<file path="config.mk">
export PLATFORM = sky130hd
export DESIGN_NAME = growable_slot_pool_allocator_core
export DESIGN_NICKNAME = d
export VERILOG_FILES = /design/src/sv/gspa_pkg.sv /design/src/sv/gspa_bitmap.sv /design/src/sv/gspa_ctrl.sv /design/src/sv/growable_slot_pool_allocator_core.sv
export SDC_FILE = /design/constraint.sdc
export NUM_CORES = 1
export LEC_CHECK = 0
export BUFFER_PORTS_ARGS = -buffer_cell sky130_fd_sc_hd__buf_2
export CAP_MARGIN = 40
export CORE_AREA = 8 8 211 213
export DETAILED_ROUTE_END_ITERATION = 6
export DIE_AREA = 0 0 219 221
export PLACE_DENSITY = 0.72
export SYNTH_ARGS = -nofsm -noshare
export SYNTH_HDL_FRONTEND = slang
export SYNTH_SLANG_ARGS = --single-unit
</file>
<file path="constraint.sdc">
create_clock -name clock -period 15.9 [get_ports clock]
set_clock_uncertainty 0.1 [all_clocks]
set_input_delay 3.975 -clock clock [delete_from_list [all_inputs] [get_ports clock]]
set_output_delay 3.975 -clock clock [all_outputs]
set_load 0.005 [all_outputs]
</file>
<file path="src/sv/gspa_pkg.sv">
// Shared types and constants for the growable slot pool allocator.
package gspa_pkg;

   localparam int CNT_W      = 9;
   localparam int SLOT_W     = 8;
   localparam int GRANT_W    = 32;
   localparam int STATUS_W   = 2;
   localparam int WORD_W     = 32;
   localparam int BIT_W      = 5;
   localparam int CSR_IDX_W  = 2;
   localparam int RSP_DATA_W = 64;
   localparam int RSP_PAD_W  = RSP_DATA_W - (SLOT_W + 2 * CNT_W + GRANT_W);

   localparam logic FUNC_TAKE = 1'b0;
   localparam logic FUNC_GIVE = 1'b1;

   localparam logic [STATUS_W-1:0] STATUS_OK       = 2'd0;
   localparam logic [STATUS_W-1:0] STATUS_FULL     = 2'd1;
   localparam logic [STATUS_W-1:0] STATUS_BAD_GIVE = 2'd2;

   localparam logic [CSR_IDX_W-1:0] REG_CAPACITY = 2'd0;
   localparam logic [CSR_IDX_W-1:0] REG_STEP     = 2'd1;
   localparam logic [CSR_IDX_W-1:0] REG_INITIAL  = 2'd2;

   typedef enum logic [1:0] {
      S_IDLE,
      S_CHECK,
      S_DONE
   } state_type;

   typedef enum logic [1:0] {
      OP_FULL,
      OP_GIVE,
      OP_GROW,
      OP_SCAN
   } op_type;

   typedef struct packed {
      logic [CNT_W-1:0] eff_cap;
      logic [CNT_W-1:0] step;
      logic             reload;
      logic [CNT_W-1:0] reload_prov;
   } cfg_type;

   typedef struct packed {
      logic [STATUS_W-1:0] status;
      logic [SLOT_W-1:0]   granted;
      logic [CNT_W-1:0]    taken;
      logic [CNT_W-1:0]    prov;
      logic [GRANT_W-1:0]  grants;
   } rsp_type;

   typedef struct packed {
      logic rd_en;
      logic wr_en;
      logic clear;
   } bm_ctl_type;

endpackage

</file>
<file path="src/sv/gspa_bitmap.sv">
// Busy bitmap memory, one word per row, with per-row valid flags.
module gspa_bitmap
   import gspa_pkg::*;
#(
   parameter int NWORDS  = 8,
   parameter int WADDR_W = 3
) (
   input  logic               clock,
   input  logic               reset,
   input  bm_ctl_type         ctl,
   input  logic [WADDR_W-1:0] rd_addr,
   input  logic [WADDR_W-1:0] wr_addr,
   input  logic [WORD_W-1:0]  wr_data,
   output logic [WORD_W-1:0]  rd_data
);

   logic [WORD_W-1:0] bitmap_mem [NWORDS];
   logic [WORD_W-1:0] rd_data_ff;
   logic              rd_valid_ff;
   logic [NWORDS-1:0] valid_ff;
   logic [NWORDS-1:0] valid_in;

   always_ff @(posedge clock) begin
      if (ctl.wr_en) begin
         bitmap_mem[wr_addr] <= wr_data;
      end
      if (ctl.rd_en) begin
         rd_data_ff  <= bitmap_mem[rd_addr];
         rd_valid_ff <= valid_ff[rd_addr];
      end
   end

   // a row never written since the last clear reads as all free
   always_comb begin
      valid_in = valid_ff;
      if (ctl.clear) begin
         valid_in = '0;
      end else if (ctl.wr_en) begin
         valid_in[wr_addr] = 1'b1;
      end
   end

   always_ff @(posedge clock) begin
      if (reset) begin
         valid_ff <= '0;
      end else begin
         valid_ff <= valid_in;
      end
   end

   assign rd_data = rd_valid_ff ? rd_data_ff : '0;

endmodule

</file>
<file path="src/sv/gspa_ctrl.sv">
// Request sequencer: counters, read-modify-write of the bitmap, lowest-free scan.
module gspa_ctrl
   import gspa_pkg::*;
#(
   parameter int NWORDS  = 8,
   parameter int WADDR_W = 3
) (
   input  logic               clock,
   input  logic               reset,
   input  cfg_type            cfg,
   input  logic               req_valid,
   output logic               req_ready,
   input  logic               req_func,
   input  logic [SLOT_W-1:0]  req_slot,
   input  logic               out_free,
   output logic               res_valid,
   output rsp_type            res,
   output bm_ctl_type         bm_ctl,
   output logic [WADDR_W-1:0] rd_addr,
   output logic [WADDR_W-1:0] wr_addr,
   output logic [WORD_W-1:0]  wr_data,
   input  logic [WORD_W-1:0]  rd_data
);

   localparam int SLOTX_W = WADDR_W + BIT_W;
   localparam int CMP_W   = SLOTX_W + CNT_W;

   state_type           state_ff, state_in;
   op_type              op_ff, op_in;
   logic [CNT_W-1:0]    slot_ff, slot_in;
   logic [WADDR_W-1:0]  widx_ff, widx_in;
   logic [CNT_W-1:0]    prov_ff, prov_in;
   logic [CNT_W-1:0]    taken_ff, taken_in;
   logic [GRANT_W-1:0]  grants_ff, grants_in;
   logic [STATUS_W-1:0] status_ff, status_in;
   logic [SLOT_W-1:0]   granted_ff, granted_in;

   logic [WORD_W-1:0]   free_bits;
   logic [BIT_W-1:0]    free_pos;
   logic                found;
   logic                last_word;
   logic [BIT_W-1:0]    bit_sel;
   logic [WADDR_W-1:0]  slot_addr;
   logic [CNT_W:0]      step_sum;
   logic [CNT_W-1:0]    grow_next;

   // free slots of the word in hand that lie below the provisioned count
   always_comb begin
      logic [SLOTX_W-1:0] slot_num;
      free_pos = '0;
      for (int b = 0; b < WORD_W; b++) begin
         slot_num     = {widx_ff, BIT_W'(b)};
         free_bits[b] = (CMP_W'(slot_num) < CMP_W'(prov_ff)) && !rd_data[b];
      end
      for (int b = WORD_W - 1; b >= 0; b--) begin
         if (free_bits[b]) begin
            free_pos = BIT_W'(b);
         end
      end
      found     = |free_bits;
      last_word = (((CMP_W'(widx_ff) + CMP_W'(1)) << BIT_W) >= CMP_W'(prov_ff))
                  || (widx_ff == WADDR_W'(NWORDS - 1));
   end

   assign bit_sel   = slot_ff[BIT_W-1:0];
   assign slot_addr = WADDR_W'(slot_ff >> BIT_W);
   assign step_sum  = {1'b0, prov_ff} + {1'b0, cfg.step};
   assign grow_next = (step_sum > {1'b0, cfg.eff_cap}) ? cfg.eff_cap : step_sum[CNT_W-1:0];

   always_comb begin
      state_in   = state_ff;
      op_in      = op_ff;
      slot_in    = slot_ff;
      widx_in    = widx_ff;
      prov_in    = prov_ff;
      taken_in   = taken_ff;
      grants_in  = grants_ff;
      status_in  = status_ff;
      granted_in = granted_ff;
      bm_ctl     = '0;
      rd_addr    = widx_ff;
      wr_addr    = slot_addr;
      wr_data    = rd_data;
      req_ready  = 1'b0;
      res_valid  = 1'b0;

      case (state_ff)
         S_IDLE: begin
            req_ready = 1'b1;
            if (req_valid) begin
               slot_in    = CNT_W'(req_slot);
               granted_in = '0;
               status_in  = STATUS_OK;
               if (req_func == FUNC_GIVE) begin
                  op_in        = OP_GIVE;
                  rd_addr      = WADDR_W'(req_slot >> BIT_W);
                  bm_ctl.rd_en = 1'b1;
                  state_in     = S_CHECK;
               end else if (taken_ff >= cfg.eff_cap) begin
                  op_in     = OP_FULL;
                  status_in = STATUS_FULL;
                  state_in  = S_DONE;
               end else if (taken_ff >= prov_ff) begin
                  op_in        = OP_GROW;
                  slot_in      = prov_ff;
                  rd_addr      = WADDR_W'(prov_ff >> BIT_W);
                  bm_ctl.rd_en = 1'b1;
                  state_in     = S_CHECK;
               end else begin
                  op_in        = OP_SCAN;
                  widx_in      = '0;
                  rd_addr      = '0;
                  bm_ctl.rd_en = 1'b1;
                  state_in     = S_CHECK;
               end
            end
         end

         S_CHECK: begin
            case (op_ff)
               OP_GIVE: begin
                  if (slot_ff >= prov_ff || !rd_data[bit_sel]) begin
                     status_in = STATUS_BAD_GIVE;
                  end else begin
                     bm_ctl.wr_en = 1'b1;
                     wr_data      = rd_data & ~(WORD_W'(1) << bit_sel);
                     if (taken_ff != '0) begin
                        taken_in = taken_ff - CNT_W'(1);
                     end
                  end
                  state_in = S_DONE;
               end
               OP_GROW: begin
                  bm_ctl.wr_en = 1'b1;
                  wr_data      = rd_data | (WORD_W'(1) << bit_sel);
                  prov_in      = grow_next;
                  taken_in     = taken_ff + CNT_W'(1);
                  grants_in    = grants_ff + GRANT_W'(1);
                  granted_in   = SLOT_W'(slot_ff);
                  state_in     = S_DONE;
               end
               OP_SCAN: begin
                  if (found) begin
                     bm_ctl.wr_en = 1'b1;
                     wr_addr      = widx_ff;
                     wr_data      = rd_data | (WORD_W'(1) << free_pos);
                     taken_in     = taken_ff + CNT_W'(1);
                     grants_in    = grants_ff + GRANT_W'(1);
                     granted_in   = SLOT_W'({widx_ff, free_pos});
                     state_in     = S_DONE;
                  end else if (last_word) begin
                     status_in = STATUS_FULL;
                     state_in  = S_DONE;
                  end else begin
                     // advance to the next word
                     widx_in      = widx_ff + WADDR_W'(1);
                     rd_addr      = widx_ff + WADDR_W'(1);
                     bm_ctl.rd_en = 1'b1;
                  end
               end
               default: begin
                  state_in = S_DONE;
               end
            endcase
         end

         S_DONE: begin
            res_valid = 1'b1;
            if (out_free) begin
               state_in = S_IDLE;
            end
         end

         default: begin
            state_in = S_IDLE;
         end
      endcase

      // reload the pool; grants are kept
      if (cfg.reload) begin
         prov_in      = cfg.reload_prov;
         taken_in     = '0;
         bm_ctl.clear = 1'b1;
      end
   end

   always_ff @(posedge clock) begin
      if (reset) begin
         state_ff  <= S_IDLE;
         prov_ff   <= '0;
         taken_ff  <= '0;
         grants_ff <= '0;
      end else begin
         state_ff  <= state_in;
         prov_ff   <= prov_in;
         taken_ff  <= taken_in;
         grants_ff <= grants_in;
      end
   end

   always_ff @(posedge clock) begin
      op_ff      <= op_in;
      slot_ff    <= slot_in;
      widx_ff    <= widx_in;
      status_ff  <= status_in;
      granted_ff <= granted_in;
   end

   assign res.status  = status_ff;
   assign res.granted = granted_ff;
   assign res.taken   = taken_ff;
   assign res.prov    = prov_ff;
   assign res.grants  = grants_ff;

endmodule

</file>
<file path="src/sv/growable_slot_pool_allocator_core.sv">
// Growable slot pool allocator: top level with configuration registers and result register.
//
// Hands out slot indices one request at a time; the busy flags live in a bitmap memory of
// 32-slot words read one word per cycle. A take that finds the pool full skips the bitmap, a
// giveback or a take that grows the pool reads and rewrites one word, and a take that
// searches for the lowest free slot reads word after word until it finds one or reaches the
// last provisioned word, all set by the single bitmap read port. A finished result waits in
// the output register while the next request is taken. Writing initial_slots reloads the
// pool through per-word valid flags, so there is no clearing pass after reset or reload.
module growable_slot_pool_allocator_core
   import gspa_pkg::*;
#(
   parameter int MAX_SLOTS = 256
) (
   input  logic                  clock,
   input  logic                  reset,
   input  logic                  req_tvalid,
   output logic                  req_tready,
   input  logic [SLOT_W-1:0]     req_tdata,   // [7:0] return_slot
   input  logic [0:0]            req_tuser,   // [0] func
   output logic                  rsp_tvalid,
   input  logic                  rsp_tready,
   // [7:0] granted_slot, [16:8] slots_taken, [25:17] slots_provisioned,
   // [57:26] grant_total, [63:58] zero
   output logic [RSP_DATA_W-1:0] rsp_tdata,
   output logic [STATUS_W-1:0]   rsp_tuser,   // [1:0] status
   input  logic                  csr_we,
   input  logic [CSR_IDX_W-1:0]  csr_index,
   input  logic [CNT_W-1:0]      csr_wdata
);

   localparam int NWORDS  = (MAX_SLOTS + WORD_W - 1) / WORD_W;
   localparam int WADDR_W = (NWORDS > 1) ? $clog2(NWORDS) : 1;
   localparam int CAP_MAX = (MAX_SLOTS > (1 << CNT_W) - 1) ? (1 << CNT_W) - 1 : MAX_SLOTS;
   localparam logic [CNT_W-1:0] CAP_MAX_C = CNT_W'(CAP_MAX);

   logic [CNT_W-1:0]   cap_ff;
   logic [CNT_W-1:0]   step_ff;
   cfg_type            cfg;
   logic               rsp_valid_ff;
   rsp_type            rsp_data_ff;
   logic               out_free;
   logic               res_valid;
   rsp_type            res;
   bm_ctl_type         bm_ctl;
   logic [WADDR_W-1:0] rd_addr;
   logic [WADDR_W-1:0] wr_addr;
   logic [WORD_W-1:0]  wr_data;
   logic [WORD_W-1:0]  rd_data;

   always_ff @(posedge clock) begin
      if (reset) begin
         cap_ff  <= CNT_W'(256);
         step_ff <= CNT_W'(16);
      end else if (csr_we) begin
         case (csr_index)
            REG_CAPACITY: cap_ff  <= csr_wdata;
            REG_STEP:     step_ff <= csr_wdata;
            default: begin
            end
         endcase
      end
   end

   always_comb begin
      cfg.eff_cap     = (cap_ff < CAP_MAX_C) ? cap_ff : CAP_MAX_C;
      cfg.step        = (step_ff == '0) ? CNT_W'(1) : step_ff;
      cfg.reload      = csr_we && (csr_index == REG_INITIAL);
      cfg.reload_prov = (csr_wdata < cfg.eff_cap) ? csr_wdata : cfg.eff_cap;
   end

   gspa_ctrl #(
      .NWORDS  (NWORDS),
      .WADDR_W (WADDR_W)
   ) u_ctrl (
      .clock     (clock),
      .reset     (reset),
      .cfg       (cfg),
      .req_valid (req_tvalid),
      .req_ready (req_tready),
      .req_func  (req_tuser[0]),
      .req_slot  (req_tdata),
      .out_free  (out_free),
      .res_valid (res_valid),
      .res       (res),
      .bm_ctl    (bm_ctl),
      .rd_addr   (rd_addr),
      .wr_addr   (wr_addr),
      .wr_data   (wr_data),
      .rd_data   (rd_data)
   );

   gspa_bitmap #(
      .NWORDS  (NWORDS),
      .WADDR_W (WADDR_W)
   ) u_bitmap (
      .clock   (clock),
      .reset   (reset),
      .ctl     (bm_ctl),
      .rd_addr (rd_addr),
      .wr_addr (wr_addr),
      .wr_data (wr_data),
      .rd_data (rd_data)
   );

   // hold the result beat until the sink takes it
   assign out_free = !rsp_valid_ff || rsp_tready;

   always_ff @(posedge clock) begin
      if (reset) begin
         rsp_valid_ff <= 1'b0;
      end else if (out_free) begin
         rsp_valid_ff <= res_valid;
      end
   end

   always_ff @(posedge clock) begin
      if (out_free && res_valid) begin
         rsp_data_ff <= res;
      end
   end

   assign rsp_tvalid = rsp_valid_ff;
   assign rsp_tuser  = rsp_data_ff.status;
   assign rsp_tdata  = {RSP_PAD_W'(0), rsp_data_ff.grants, rsp_data_ff.prov,
                        rsp_data_ff.taken, rsp_data_ff.granted};

`ifndef SYNTHESIS
   a_taken_within_pool: assert property (@(posedge clock) disable iff (reset)
      rsp_valid_ff |-> (rsp_data_ff.taken <= rsp_data_ff.prov))
      else $error("taken count exceeds provisioned count");

   a_grant_only_on_ok: assert property (@(posedge clock) disable iff (reset)
      (rsp_valid_ff && rsp_data_ff.status != STATUS_OK) |-> (rsp_data_ff.granted == '0))
      else $error("slot granted on a failed request");

   a_busy_after_accept: assert property (@(posedge clock) disable iff (reset)
      (req_tvalid && req_tready) |=> !req_tready)
      else $error("request taken while the previous one is in progress");
`endif

endmodule
</file>
# [Word-level counts from Yosys, hierarchy flattened]
# Memories as Yosys holds them, arrays and structs flattened. A register that Yosys moved wholly into a read port is not among the register bits.
# Cells that the tools add are included.
[word_totals] n_memories=1 input_bits=25 wordCells=311 mem_bits_rw=256 register_bits=164
[classes] n_bitwise=6 reduce_logical=96 add_sub_neg=6 n_mux=113 order_cmp=43 shifts=2 eq_ne=23
[memory_table] memory="u_bitmap.bitmap_mem" words=8 width=32 rd=1 rd_ports_with_merged_regs=1 wr=1 line_no="gspa_bitmap.sv:17" rtl="logic [WORD_W-1:0] bitmap_mem [NWORDS];"
[op_table] cell="less-than comparator 8 x 9 -> 1 bit" count=32
[op_table] cell="two-way mux 32 bit" count=5
[op_table] cell="two-way mux 5 bit" count=32
[op_table] cell="case mux 32 bit (3 select lines)" count=1
[op_table] cell="two-way mux 9 bit" count=10
[op_table] cell="bitwise OR 32 bit" count=2
[op_table] cell="case mux 32 bit (2 select lines)" count=1
[op_table] cell="<< shifter 1 x 5 -> 32 bit (first input constant)" count=2
[op_table] cell="two-way mux 3 bit" count=14
[op_table] cell="two-way mux 8 bit" count=5
[op_table] cell="greater-or-equal comparator 9 bit" count=4
[op_table] cell="logical AND 1 bit" count=35
[op_table] cell="zero test 1 bit" count=34
[op_table] cell="adder 32 x 1 -> 32 bit (second input constant)" count=1
[op_table] cell="bitwise AND 32 bit" count=1
[op_table] cell="inverter 32 bit" count=1
[op_table] cell="case mux 8 bit (2 select lines)" count=2
[op_table] cell="OR reduction 32 bit" count=1
[op_table] cell="case mux 9 bit (3 select lines)" count=1
[op_table] cell="two-way mux 2 bit" count=12
[op_table] cell="two-way mux 1 bit" count=20
[op_table] cell="inequality test 2 bit (second input constant)" count=6
[op_table] cell="case mux 3 bit (2 select lines)" count=2
[op_table] cell="adder 9 x 9 -> 10 bit" count=1
[op_table] cell="other kinds (39)" count=64

# [Longest topological paths before layout]
[depth] depth_word=40 mapped_depth=23 ltp_nobuf=22

# [By module]
# A second synthesis with hierarchy kept.
[hier_totals] cells_unflattened=1806 area_unflattened_um2=22754.3
[by_module_without_submodules] mod="gspa_bitmap" instances=1 cells_each=466 area_each_um2=11184.5
[by_module_without_submodules] mod="gspa_ctrl" instances=1 cells_each=1150 area_each_um2=8625.8
[by_module_without_submodules] mod="growable_slot_pool_allocator_core" instances=1 cells_each=190 area_each_um2=2944.1

# [Worst setup path after synthesis]
# OpenSTA, ideal clock, no wires.
[synth_timing] path_kind="input -> register" from="input rsp_tready" to="register rsp_data_ff (netlist bit rsp_tdata[0]) (enable)" t_arrival_ns=6.554 path_slack_ns=8.768 n_path_buf=0 path_stages=2 t_required_ns=15.322 cell_sequence="nor2b_1 -> nor2_1"
[synth_between] elab_chain_cells=2
[synth_rtl] element="start, declared" line_no="growable_slot_pool_allocator_core.sv:22" rtl="input logic rsp_tready,"
[synth_rtl] element="logical OR 1 bit" line_no="growable_slot_pool_allocator_core.sv:107" rtl="assign out_free = !rsp_valid_ff || rsp_tready;"
[synth_rtl] element="logical AND 1 bit" line_no="growable_slot_pool_allocator_core.sv:118" rtl="if (out_free && res_valid) begin"
[synth_rtl] element="end signal, assigned" line_no="growable_slot_pool_allocator_core.sv:119" rtl="rsp_data_ff <= res;"
[synth_rtl] element="end, declared" line_no="growable_slot_pool_allocator_core.sv:41" rtl="rsp_type rsp_data_ff;"
# Every way passes these cells.
# A chain may end at the register's enable or synchronous reset.

# [Worst setup path after layout]
[layout_timing] from="input req_tvalid" to="register u_bitmap.rd_valid_ff, data pin"
[layout_between] elab_chain_cells=4
[layout_rtl] element="start, declared" line_no="growable_slot_pool_allocator_core.sv:17" rtl="input logic req_tvalid,"
[layout_rtl] element="two-way mux 3 bit" line_no="gspa_ctrl.sv:90" rtl="if (req_valid) begin"
[layout_rtl] element="case mux 3 bit (2 select lines)" line_no="gspa_ctrl.sv:87" rtl="case (state_ff)"
[layout_rtl] element="binary-select mux 1 bit (select 3 bit)" line_no="gspa_bitmap.sv:29" rtl="rd_valid_ff <= valid_ff[rd_addr];"
[layout_rtl] element="two-way mux 1 bit (not written as such)" line_no="gspa_bitmap.sv:29"
[layout_rtl] element="end signal, assigned" line_no="gspa_bitmap.sv:29"
[layout_rtl] element="end, declared" line_no="gspa_bitmap.sv:19" rtl="logic rd_valid_ff;"
# Every way passes these cells. The select of a mux whose other input is x is not followed.

==> impl_metrics.tcl <==
set metrics [dict create \
    syn_to_final_growth_pct 11.85 \
    rows 75 \
    detail_route.iter0.violations 1706 \
    synth_cell_type_count 91 \
    viasPerCell 6.375 \
    totalWireLength_um 59530 \
    hold_class "reg2reg" \
    start_util 0.5401 \
    fin_crit_ps 6594 \
    antenna_found_initial 0 \
    drc 0 \
    cts-root-buf "clkbuf_16" \
    port_buffers 86 \
    cts_hold_buf 0 \
    drive_gt1_frac 0.1455 \
    multi_input_area_um2 8937 \
    start_kind "input port" \
    gp_congestion 0.9985 \
    required_ps 16100 \
    rsz0062_at_grt "no" \
    dpl.hpwl_um 39670 \
    slew_headroom 0.3477 \
    tns_ps 0 \
    ys_seq_elements 452 \
    hold_depth 0 \
    synth-edff-count 373 \
    dp.cells 2403 \
    cts.reportedPaths.clkPinSlew_ps 60 \
    finalSetupViolations 0 \
    total_leakage_power_nw 9.031 \
    grt_overflow 0 \
    vias 15880 \
    synthesis.area_um2 22300 \
    cts_max_level 2 \
    path_max_fanout 38 \
    cp_slowest_stage_delay_ps 540 \
    drt.antenna.violating_nets 0 \
    async_flop_share 0 \
    cp_num_buf_inv 4 \
    syn_inst 1837 \
    crit_chain "buf_2 > nand2_1 > inv_1 > nand3_1 > nand3_1 > a311o_2 > buf_4 > nor2_4 > buf_4 > a221oi_1" \
    n_fill_cell 3259 \
    status "finished clean" \
    track_usage 0.2389 \
    cts.sinks 452 \
    worstSetupPathType "in2reg" \
    cts_resized 0 \
    endpoint_kind "flip-flop" \
    arrival_ps 6800 \
    slew_viol_final 0 \
    crit_family "buffers and inverters" \
    first_pass_iters 6 \
    worst_pin_slew_ps 971.0 \
    max_freq_mhz 151.6 \
    slowest_stage "buf_4" \
    postCtsSetupBuffers 0 \
    ys_seq_area_frac 0.5732 \
    wire_per_inst_um 23.90 \
    nets 2016 \
    synth_flop_cell "edfxtp_1" \
    peakVddDrop_mv 0.1105 \
    worst_skew_pair.late_latency_ps 590 \
    ff2ff_path_depth 15 \
    max-clock-path-buffers 3 \
    setup_ws_ps 9306 \
    yosys_warnings 0 \
    syn_avg_cell_area_um2 12.14 \
    die_w_um 219 \
    hold_viol 0 \
    die_area_um2 48400 \
    diodes 0 \
    final-seq-area_um2 12780 \
    fin_hold_ws_ps 317.6 \
    fin_cells 2491 \
    max_cap_viol_count 0 \
    numCtsBuffers 47 \
    grt_max_degree 73 \
    io-pin-count 93 \
    die_h_um 221 \
    dp_slack_ps 8734 \
    period_share 0.4147 \
    grt_pass1_wl_um 90530 \
    core_area_um2 41290 \
    cp_num_cells 10 \
    power_density_nw_per_um2 129.1 \
    cts_tree "yes" \
    grt_pass1_vias 15400 \
]
==> cell families after synthesis <==
family                   after synthesis  share of synthesized area
XOR/XNOR                              30                    0.01178
multiplexers                         143                    0.06991
flip-flops                           452                     0.5732
adder cells (fa/ha/maj)               78                    0.04432
buffers and inverters                159                    0.03221
other                                  1                  0.0001682
AO/OA/AOI/OAI                        452                     0.1561
AND/OR/NAND/NOR                      522                     0.1123
==> flip-flops by register name (all words and copies together) (netlist names) <==
signal	flops
u_ctrl.widx_ff	3
rsp_tuser	2
u_ctrl.status_ff	2
rsp_tvalid	1
u_ctrl.prov_ff	9
u_ctrl.grants_ff	32
u_bitmap.valid_ff	8
u_ctrl.granted_ff	8
rsp_tdata	58
cap_ff	9
u_bitmap.rd_data_ff	32
u_ctrl.slot_ff	9
u_ctrl.op_ff	2
u_bitmap.bitmap_mem	256
u_bitmap.rd_valid_ff	1
step_ff	9
u_ctrl.state_ff	2
u_ctrl.taken_ff	9
==> where the power goes <==
part           switching (mW)  internal [mW]
Combinational           0.461          0.248
Sequential             0.0499           1.37
Clock                   0.456          0.638
==> synthesized netlist by cell type (12+ instances only) <==
library cell    n  area share
o21ai_0        80       0.018
nand3_1       103       0.023
nand2_1       148       0.025
ha_1           75       0.042
dfxtp_1        79       0.071
inv_1          47      0.0079
a21oi_1        88       0.020
edfxtp_1      373        0.50
nor2_1        116       0.020
nor2b_1        17      0.0048
clkbuf_1       60       0.010
a221oi_1       19      0.0075
o21a_1         14      0.0047
xnor2_1        23      0.0090
and3_1         12      0.0034
o2111a_1       34       0.017
o211ai_1       14      0.0047
a221oi_2       32       0.022
buf_2          22      0.0049
nand4_1        18      0.0050
a211oi_1       12      0.0040
or3_1          21      0.0059
a221o_1        13      0.0058
nor3_1         23      0.0052
a31oi_1        17      0.0048
mux2i_1       131       0.059
a21o_1         19      0.0064
==> worst paths after layout <==
check                                                   startpoint                                 to  slack [ps]
worst max-delay path                                    req_tvalid     u_bitmap.rd_valid_ff$_DFFE_PP_        9310
worst min-delay path            u_ctrl.granted_ff[1]$_SDFFCE_PN0P_             rsp_tdata[1]$_DFFE_PP_         320
worst max register to register     u_ctrl.widx_ff[0]$_SDFFCE_PN0P_  u_bitmap.rd_data_ff[28]$_DFFE_PP_        9690
worst min register to register  u_ctrl.granted_ff[1]$_SDFFCE_PN0P_             rsp_tdata[1]$_DFFE_PP_         320
==> final cells by class <==
cell class	count	area share
clock buffer	55	0.04916
clock inverter	32	0.01339
inverter	49	0.007374
multi-input combinational	1231	0.3583
sequential	452	0.5125
tap	539	0.02704
timing repair buffer	133	0.03225
==> per-layer routing <==
metal  global-route usage  vias up  wire (um)
met3              0.03342      128       3749
met1               0.3158     7829      25020
li1                     -     7289          -
met4              0.09645        0       2282
met5                    0        -          0
met2               0.3926      633      28480
==> per-stage QoR <==
| step | utilization | power [mW] | instance area [um2] |
|---|---|---|---|
| floorplan | - | 1.922 | 22320 |
| global route | 0.6041 | 3.338 | 24940 |
| global placement | 0.5632 | 2.115 | 23260 |
| detailed placement | 0.5662 | 2.135 | 23380 |
| finish | 0.6041 | 3.221 | 24940 |
| CTS | 0.6040 | 3.226 | 24940 |
==> placed cells by master, fill, tap and decap left out, types with 75 or more instances in the layout <==
cell / count
mux2i_1: 131
o21ai_0: 80
nand2_1: 148
a21oi_1: 88
dfxtp_1: 79
nand3_1: 103
nor2_1: 109
ha_1: 75
buf_2: 93
edfxtp_1: 373
Power figures use the tool's default switching activity.
